## config.mk

```make
export PLATFORM = sky130hd
export DESIGN_NAME = bounded_top_b_min_queue
export DESIGN_NICKNAME = d
export VERILOG_FILES = /design/src/hw/rtl/bmq_pkg.sv /design/src/hw/rtl/bmq_cell.sv /design/src/hw/rtl/bounded_top_b_min_queue.sv
export SDC_FILE = /design/constraint.sdc
export NUM_CORES = 2
export LEC_CHECK = 0
export BUFFER_PORTS_ARGS = -buffer_cell sky130_fd_sc_hd__buf_2
export CAP_MARGIN = 20
export CORE_ASPECT_RATIO = 0.7
export CORE_UTILIZATION = 65
export CTS_BUF_LIST = sky130_fd_sc_hd__clkbuf_8
export DETAILED_ROUTE_END_ITERATION = 7
export PLACE_DENSITY = 0.78
export SLEW_MARGIN = 10
export SYNTH_ARGS = -nofsm -noshare
export SYNTH_HDL_FRONTEND = slang
export SYNTH_SLANG_ARGS = --single-unit
```

## constraint.sdc

```tcl
create_clock -name clk_i -period 27.7 [get_ports clk_i]
set_clock_uncertainty 0.1 [all_clocks]
set_input_delay 2.77 -clock clk_i [delete_from_list [all_inputs] [get_ports clk_i]]
set_output_delay 2.77 -clock clk_i [all_outputs]
set_load 0.01 [all_outputs]
```

## src/hw/rtl/bmq_pkg.sv

```systemverilog
// Shared types, constants and ordering function for the bounded min queue.
package bmq_pkg;

  localparam int unsigned MAX_ENTRIES = 16;
  localparam int unsigned CAP_W       = 5;
  localparam int unsigned WEIGHT_W    = 32;
  localparam int unsigned ID_W        = 16;
  localparam int unsigned KIND_W      = 2;
  localparam int unsigned COUNT_W     = 5;

  localparam logic [CAP_W-1:0]  CAP_RESET  = CAP_W'(16);
  localparam logic [KIND_W-1:0] KIND_PROBE  = 2'd0;
  localparam logic [KIND_W-1:0] KIND_INSERT = 2'd1;
  localparam logic [KIND_W-1:0] KIND_CLEAR  = 2'd2;

  typedef struct packed {
    logic [WEIGHT_W-1:0] weight;
    logic [ID_W-1:0]     item_id;
  } entry_t;

  typedef struct packed {
    logic [KIND_W-1:0]   kind;
    logic [WEIGHT_W-1:0] weight;
    logic [ID_W-1:0]     item_id;
  } in_t;

  typedef struct packed {
    logic                found;
    logic                full_res;
    logic [COUNT_W-1:0]  entry_count;
    logic [WEIGHT_W-1:0] least_weight;
    logic [ID_W-1:0]     min_id;
  } out_t;

  typedef enum logic [1:0] {
    CELL_HOLD,
    CELL_INSERT,
    CELL_REPLACE
  } cell_op_e;

  typedef struct packed {
    cell_op_e op;
    entry_t   new_entry;
  } cell_ctrl_t;

  // a orders strictly before b: lower weight, then lower id
  function automatic logic entry_before(entry_t a, entry_t b);
    logic res;
    if (a.weight != b.weight) begin
      res = a.weight < b.weight;
    end else begin
      res = a.item_id < b.item_id;
    end
    return res;
  endfunction

endpackage

```

## src/hw/rtl/bmq_cell.sv

```systemverilog
// One slot of the sorted entry chain: holds an entry, compares and shifts.
module bmq_cell #(
  parameter bit IS_HEAD = 1'b0
) (
  input  logic               clk_i,
  input  bmq_pkg::cell_ctrl_t ctrl_i,
  input  logic               valid_i,
  input  bmq_pkg::entry_t    left_entry_i,
  input  logic               left_lt_i,
  input  bmq_pkg::entry_t    right_entry_i,
  input  logic               right_lt_i,
  output bmq_pkg::entry_t    entry_o,
  output logic               lt_o,
  output logic               hit_o
);

  bmq_pkg::entry_t entry_q, entry_d;
  logic            lt;

  // new word sorts strictly ahead of this slot, or the slot is empty
  assign lt    = !valid_i || bmq_pkg::entry_before(ctrl_i.new_entry, entry_q);
  assign lt_o  = lt;
  assign hit_o = valid_i && (entry_q.item_id == ctrl_i.new_entry.item_id);
  assign entry_o = entry_q;

  always_comb begin
    entry_d = entry_q;
    case (ctrl_i.op)
      bmq_pkg::CELL_INSERT: begin
        if (lt) begin
          entry_d = left_lt_i ? left_entry_i : ctrl_i.new_entry;
        end
      end
      bmq_pkg::CELL_REPLACE: begin
        // head drops out, larger entries slide down towards it
        if (!right_lt_i) begin
          entry_d = right_entry_i;
        end else if (IS_HEAD || !lt) begin
          entry_d = ctrl_i.new_entry;
        end
      end
      default: entry_d = entry_q;
    endcase
  end

  always_ff @(posedge clk_i) begin
    entry_q <= entry_d;
  end

endmodule

```

## src/hw/rtl/bounded_top_b_min_queue.sv

```systemverilog
// Top level of the bounded min queue: control, count, capacity and cell chain.
//
//  channel  direction  handshake                 word
//  in       input      in_valid_i / in_ready_o   kind, weight, item_id
//  out      output     out_valid_o / out_ready_i found, full_res, entry_count,
//                                                least_weight, min_id
//  cfg      input      cfg_valid_i / cfg_ready_o capacity
//
// Each word is captured in ST_IDLE; in ST_EXEC every cell compares
// against it in parallel, the result is registered and the chain shifts.
// The next word is taken while a result waits; a stalled output holds
// ST_EXEC until the output register frees up.
// Reset empties the queue and sets capacity to sixteen; no clearing pass.
module bounded_top_b_min_queue #(
  parameter int unsigned MaxEntries = bmq_pkg::MAX_ENTRIES
) (
  input  logic                        clk_i,
  input  logic                        rst_ni,
  input  logic                        in_valid_i,
  output logic                        in_ready_o,
  input  bmq_pkg::in_t                in_data_i,
  output logic                        out_valid_o,
  input  logic                        out_ready_i,
  output bmq_pkg::out_t               out_data_o,
  input  logic                        cfg_valid_i,
  output logic                        cfg_ready_o,
  input  logic [bmq_pkg::CAP_W-1:0]   cfg_data_i
);

  localparam int unsigned CntW = $clog2(MaxEntries + 1);
  localparam int unsigned ExtW = (CntW > bmq_pkg::CAP_W) ? CntW : bmq_pkg::CAP_W;

  typedef enum logic {
    ST_IDLE,
    ST_EXEC
  } state_e;

  state_e                    state_q, state_d;
  bmq_pkg::in_t              item_q, item_d;
  logic                      out_valid_q, out_valid_d;
  bmq_pkg::out_t             out_q, out_d;
  logic [CntW-1:0]           count_q, count_d;
  logic [bmq_pkg::CAP_W-1:0] cap_q, cap_d;

  bmq_pkg::cell_ctrl_t       ctrl;
  bmq_pkg::entry_t           entries [MaxEntries];
  logic [MaxEntries-1:0]     lts;
  logic [MaxEntries-1:0]     hits;
  logic [MaxEntries-1:0]     valids;

  logic [ExtW-1:0]           count_ext;
  logic [ExtW-1:0]           cap_ext;
  logic [ExtW-1:0]           eff_cap;
  logic                      full;
  logic                      slot_free;
  logic                      fire;

  assign count_ext = ExtW'(count_q);
  assign cap_ext   = ExtW'(cap_q);

  always_comb begin
    if (cap_ext == '0) begin
      eff_cap = ExtW'(1);
    end else if (cap_ext > ExtW'(MaxEntries)) begin
      eff_cap = ExtW'(MaxEntries);
    end else begin
      eff_cap = cap_ext;
    end
  end

  assign full      = count_ext >= eff_cap;
  assign slot_free = !out_valid_q || out_ready_i;
  assign fire      = (state_q == ST_EXEC) && slot_free;

  assign in_ready_o  = (state_q == ST_IDLE);
  assign cfg_ready_o = 1'b1;
  assign out_valid_o = out_valid_q;
  assign out_data_o  = out_q;

  always_comb begin
    ctrl.new_entry.weight  = item_q.weight;
    ctrl.new_entry.item_id = item_q.item_id;
    if (fire && item_q.kind == bmq_pkg::KIND_INSERT) begin
      ctrl.op = full ? bmq_pkg::CELL_REPLACE : bmq_pkg::CELL_INSERT;
    end else begin
      ctrl.op = bmq_pkg::CELL_HOLD;
    end
  end

  for (genvar i = 0; i < MaxEntries; i++) begin : g_cell
    bmq_pkg::entry_t left_entry, right_entry;
    logic            left_lt, right_lt;

    assign valids[i] = count_q > CntW'(i);

    if (i == 0) begin : g_head
      assign left_entry = '0;
      assign left_lt    = 1'b0;
    end else begin : g_body
      assign left_entry = entries[i-1];
      assign left_lt    = lts[i-1];
    end

    if (i == MaxEntries - 1) begin : g_tail
      assign right_entry = '0;
      assign right_lt    = 1'b1;
    end else begin : g_inner
      assign right_entry = entries[i+1];
      assign right_lt    = lts[i+1];
    end

    bmq_cell #(
      .IS_HEAD (i == 0)
    ) u_cell (
      .clk_i         (clk_i),
      .ctrl_i        (ctrl),
      .valid_i       (valids[i]),
      .left_entry_i  (left_entry),
      .left_lt_i     (left_lt),
      .right_entry_i (right_entry),
      .right_lt_i    (right_lt),
      .entry_o       (entries[i]),
      .lt_o          (lts[i]),
      .hit_o         (hits[i])
    );
  end

  always_comb begin
    state_d     = state_q;
    item_d      = item_q;
    out_valid_d = out_valid_q;
    out_d       = out_q;
    count_d     = count_q;
    cap_d       = cap_q;

    if (cfg_valid_i) begin
      cap_d = cfg_data_i;
    end

    if (out_valid_q && out_ready_i) begin
      out_valid_d = 1'b0;
    end

    unique case (state_q)
      ST_IDLE: begin
        if (in_valid_i) begin
          item_d  = in_data_i;
          state_d = ST_EXEC;
        end
      end
      ST_EXEC: begin
        if (slot_free) begin
          out_valid_d        = 1'b1;
          out_d.found        = |hits;
          out_d.full_res     = full;
          out_d.entry_count  = count_ext[bmq_pkg::COUNT_W-1:0];
          out_d.least_weight = full ? entries[0].weight : '0;
          out_d.min_id       = full ? entries[0].item_id : '0;
          if (item_q.kind == bmq_pkg::KIND_INSERT && !full) begin
            count_d = count_q + CntW'(1);
          end else if (item_q.kind == bmq_pkg::KIND_CLEAR) begin
            count_d = '0;
          end
          state_d = ST_IDLE;
        end
      end
      default: state_d = ST_IDLE;
    endcase
  end

  always_ff @(posedge clk_i or negedge rst_ni) begin
    if (!rst_ni) begin
      state_q     <= ST_IDLE;
      item_q      <= '0;
      out_valid_q <= 1'b0;
      out_q       <= '0;
      count_q     <= '0;
      cap_q       <= bmq_pkg::CAP_RESET;
    end else begin
      state_q     <= state_d;
      item_q      <= item_d;
      out_valid_q <= out_valid_d;
      out_q       <= out_d;
      count_q     <= count_d;
      cap_q       <= cap_d;
    end
  end

endmodule

```

# Word level (Yosys, flattened, before mapping)
# Cells that the tools add are included.
# word_totals
output_inout_bits	58
in_bits	60
word_cells	279
regBits	885
# op_classes
n_bitwise	1
magnitude_cmp	50
reduce_logical	65
eq_ne	39
muxes	79
n_addsub	1
# ops
op	n
$mux W48	33
$pmux W48 S2	16
$lt A32 B32 Y1	16
$ne A32 B32 Y1	16
$eq A16 B16 Y1	16
$lt A16 B16 Y1	16
$gt A5 B4 Y1 const B	8
$mux W32	1
$mux W1	21
$gt A5 B3 Y1 const B	4
$logic_and A1 B1 Y1	20
$mux W5	4
$logic_not A1 Y1	18
$logic_or A1 B1 Y1	17
$mux W16	1
$reduce_or A16 Y1	1
$gt A5 B1 Y1 const B	2
$gt A5 B2 Y1 const B	2
$reduce_and A2 Y1	5
$add A5 B1 Y5 const B	1
$ge A5 B5 Y1	1
$gt A5 B5 Y1 const B	1
$logic_not A5 Y1	1
$eq A2 B1 Y1 const B	2
8 further kinds	12

# Longest topological paths before layout
# logic_depth
word_depth	9
ltp_mapped	16
depth_no_buf	12

# Modules after synthesis
# Synthesis repeated with hierarchy kept, for this count alone.
# unflattened
cells_unflattened	6513
area_unflattened_um2	60311.6
# by_module_without_submodules
mod	area_each_um2	seq_area_each_um2	n_inst	cells_each
bmq_cell at g_cell[10].u_cell ...	3473.3	1441.4	15	386
bounded_top_b_min_queue	4759.6	2929.1	1	349
bmq_cell at g_cell[0].u_cell	3452.1	1441.4	1	374

# Least setup slack after synthesis
# OpenSTA, ideal clock, no wires.
# synth_path
path_type	input to register
from	input out_ready_i
to	register g_cell[1].u_cell.entry_q, in the netlist g_cell[1].u_cell.entry_o[38] (data pin)
cell_stages	9
arrival_ns	22.886
required_ns	27.320
setup_time_ns	0.280
setup_slack_ns	4.434
path_cell_list	nand2b_1 -> nand2_1 -> nor2_1 -> nand2_1 -> inv_1 -> clkbuf_1 -> a221oi_1 -> a31oi_1 -> o21ai_0
# synth_lines
element	line_no	text
from (decl)	bounded_top_b_min_queue.sv:23	input logic out_ready_i,
to (signal assigned)	bmq_cell.sv:47	entry_q <= entry_d;
to (decl)	bmq_cell.sv:17	bmq_pkg::entry_t entry_q, entry_d;

==> results.json <==
{
  "slew_violations": 0,
  "die_area_sq_mm": 0.116,
  "path_class": "in2reg",
  "dp_hpwl_um": 147000,
  "cp-start-kind": "input port",
  "synth_area_sq_mm": 0.0744,
  "antenna_found_initial": 7,
  "insertion_delay_ns": 0.89,
  "min_period_ns": 7.89,
  "htreeDepth": 4,
  "cts_sinks": 885,
  "p_clk_frac": 0.161,
  "synth_top_cell_by_area": "edfxtp_1",
  "drt_iter0_markers": 8378,
  "p_leak_nw": 31.2,
  "antenna_left": 0,
  "syn_nets": 9047,
  "dp_cells": 9296,
  "hold_viol_final": 0,
  "rsz0062_at_grt": "false",
  "cap_violations": 0,
  "overflow": 0,
  "worstPathRequired_ns": 28.23,
  "pwr-share-comb": 0.562,
  "num_rows": 103,
  "p_per_area_mw_per_mm2": 95.4,
  "syn_to_final_growth_pct": 5.11,
  "start_util": 0.658,
  "ir_drop_mv": 0.144,
  "synth_ff_type": "edfxtp_1",
  "hp-class": "reg2reg",
  "die_h_um": 285,
  "tns_ns": 0,
  "p_int_mw": 3.90,
  "finalWeightedCongestion": 0.917,
  "max_slew_margin": 0.161,
  "worstHoldPathCells": 2,
  "cts_tree": "done",
  "synth-async-reset-ratio": 0.132,
  "worstPathArrival_ns": 8.42,
  "vias": 67101,
  "multi_input_area_sq_mm": 0.0429,
  "numPortBuffers": 116,
  "drt_drc_violations_left": 0,
  "final-seq-area_sq_mm": 0.0260,
  "cts_setup_buffers": 0,
  "yosysUniqueCellTypes": 89,
  "io-pin-count": 118,
  "ys_warn_count": 0,
  "drive_gt1_frac": 0.139,
  "holdBufCountCts": 0,
  "worst_slew_pin_slew_ns": 1.26,
  "fin_nets": 8767,
  "cts_made_buffers": 152,
  "synth.top_cell.area_share": 0.310,
  "clk_path_buf_depth": 3,
  "global_route.usage.total": 0.360,
  "final_cells": 9570,
  "grt_pass1_vias": 65234,
  "synth.area.top_cells": "edfxtp_1, ha_1, o21ai_0",
  "viasPerCell": 7.01,
  "syn_area_per_cell_sq_um": 9.07,
  "ys_seq_elements": 885,
  "grt_max_degree": 215,
  "synthCells": 8209,
  "max_freq_ghz": 0.127,
  "finalSetupViolCount": 0,
  "critPathMaxFanout": 108,
  "grt_first_pass_wirelength_um": 342000,
  "design.core.area_sq_mm": 0.113,
  "status": "complete, no violations",
  "die_w_um": 406,
  "fill_cells": 8985,
  "pwr-share-seq": 0.278,
  "drtPass1Iterations": 8,
  "clk_pin_slew_ns": 0.06,
  "seq_area_frac_synth": 0.349,
  "drt-wirelength-per-cell_um": 22.4,
  "switchingPower_mw": 3.56,
  "wl_um": 215000,
  "cts_root_buffer": "clkbuf_8",
  "end_kind": "flip-flop",
  "synth_edf_count": 768,
  "fin_crit_sh": 0.285,
  "p_sw_frac": 0.477,
  "ctsResizeCount": 0,
  "reg2reg_depth": 12
}
## state kept, by name, indices dropped and copies added, names as in the netlist
name / flops
cap_ext: 5
count_ext: 5
ctrl: 48
g_cell.u_cell.entry_o: 768
item_q: 2
out_data_o: 55
out_valid_o: 1
state_q: 1
## kinds of logic (layout without fill, tap and decap cells)
family / count (synthesis) / count (layout) / synth area share
other: 1 / 5 / 0.0000504
adders and majority gates: 779 / 779 / 0.131
DFF: 885 / 885 / 0.349
and+or+nand+nor: 1738 / 1738 / 0.130
muxes: 384 / 384 / 0.0573
buffers and inverters: 1460 / 1295 / 0.0789
AOI/OAI and AO/OA: 2962 / 2962 / 0.254
## synth_stat cells (all sizes together), types with 180 or more instances
master / instances
edfxtp: 768
nand2: 333
a21oi: 599
a31oi: 388
o21ai: 924
or3b: 277
nor2: 234
inv: 764
ha: 778
nor3: 412
mux2: 336
clkbuf: 516
o2bb2ai: 286
buf: 180
## worst max-delay path: stages
cell and delay, ns:
buf_2 0.09, nand2b_1 0.18, nand2_4 0.38, nor2_1 0.12
nand2_1 0.44, inv_8 0.38, nand2_4 0.71, buf_4 0.86
buf_4 0.89, buf_4 0.93, mux2_2 0.42
## worst paths after layout
path | start | to | slack [ns]
worst max-delay path | out_ready_i | g_cell[11].u_cell.entry_o[22]$_DFFE_PP_ | 19.81
worst min-delay path | out_data_o[29]$_DFFE_PN0P_ | out_data_o[29]$_DFFE_PN0P_ | 0.37
worst max register to register | ctrl[35]$_DFFE_PN0P_ | g_cell[13].u_cell.entry_o[13]$_DFFE_PP_ | 21.40
worst min register to register | out_data_o[29]$_DFFE_PN0P_ | out_data_o[29]$_DFFE_PN0P_ | 0.37
max in group asynchronous | rst_ni | ctrl[35]$_DFFE_PN0P_ | 24.48
min in group asynchronous | rst_ni | ctrl[7]$_DFFE_PN0P_ | 1.75
## cell type report
class / instances / share of cell area
well taps: 1522 / 0.0243
diodes: 4 / 0.000128
flip-flops and latches: 885 / 0.332
repair buffers: 262 / 0.0222
clock inverters: 107 / 0.00782
inverters: 764 / 0.0368
clock buffers: 162 / 0.0285
multi-input cells: 5864 / 0.548
## per-layer routing
layer	up-vias	GRT usage	share of wire
met3	395	0.0735	0.10
li1	30657	-	-
met4	4	0.108	0.025
met1	32557	0.516	0.43
met5	-	0	0.000079
met2	3488	0.546	0.44
## power by group through the flow
| stage | sequential [mW] | clock, mW | combinational [mW] |
|---|---|---|---|
| 6_report | 2.07 | 1.20 | 4.19 |
| 5_1_grt | 2.10 | 1.26 | 4.58 |
| 4_1_cts | 2.07 | 1.21 | 4.07 |
| 3_5_place_dp | 2.09 | 0 | 4.05 |
| 3_3_place_gp | 2.08 | 0 | 3.84 |
| 2_1_floorplan | 2.34 | 0 | 2.79 |
## through the flow
stage          utilization  instance area [sq um]  hold slack, ns  power [mW]  setup slack, ns
2_1_floorplan            -                  74400           0.381        5.13             4.43
6_report             0.691                  78200           0.370        7.46            19.81
3_3_place_gp         0.666                  75400           0.357        5.92            19.13
5_1_grt              0.691                  78200           0.395        7.94            19.50
3_5_place_dp         0.666                  75400           0.360        6.14            19.02
4_1_cts              0.691                  78200           0.375        7.34            19.96
## layout by cell type (no fill, tap or decap), types with 120 or more instances in the layout
cell type,synthesis,routed
o21ai_0,866,864
inv_1,764,821
ha_1,778,778
edfxtp_1,768,768
a21oi_1,599,594
nor3_1,410,409
a31oi_1,388,388
nand2_1,333,330
mux2_2,313,313
o2bb2ai_1,286,286
or3b_2,276,276
nor2_1,232,226
clkbuf_8,0,162
nand4_1,156,156
buf_4,38,141
a221oi_1,137,137
nand3_1,122,122
a211oi_1,122,120
No activity file was read; power rests on OpenSTA's default activity.
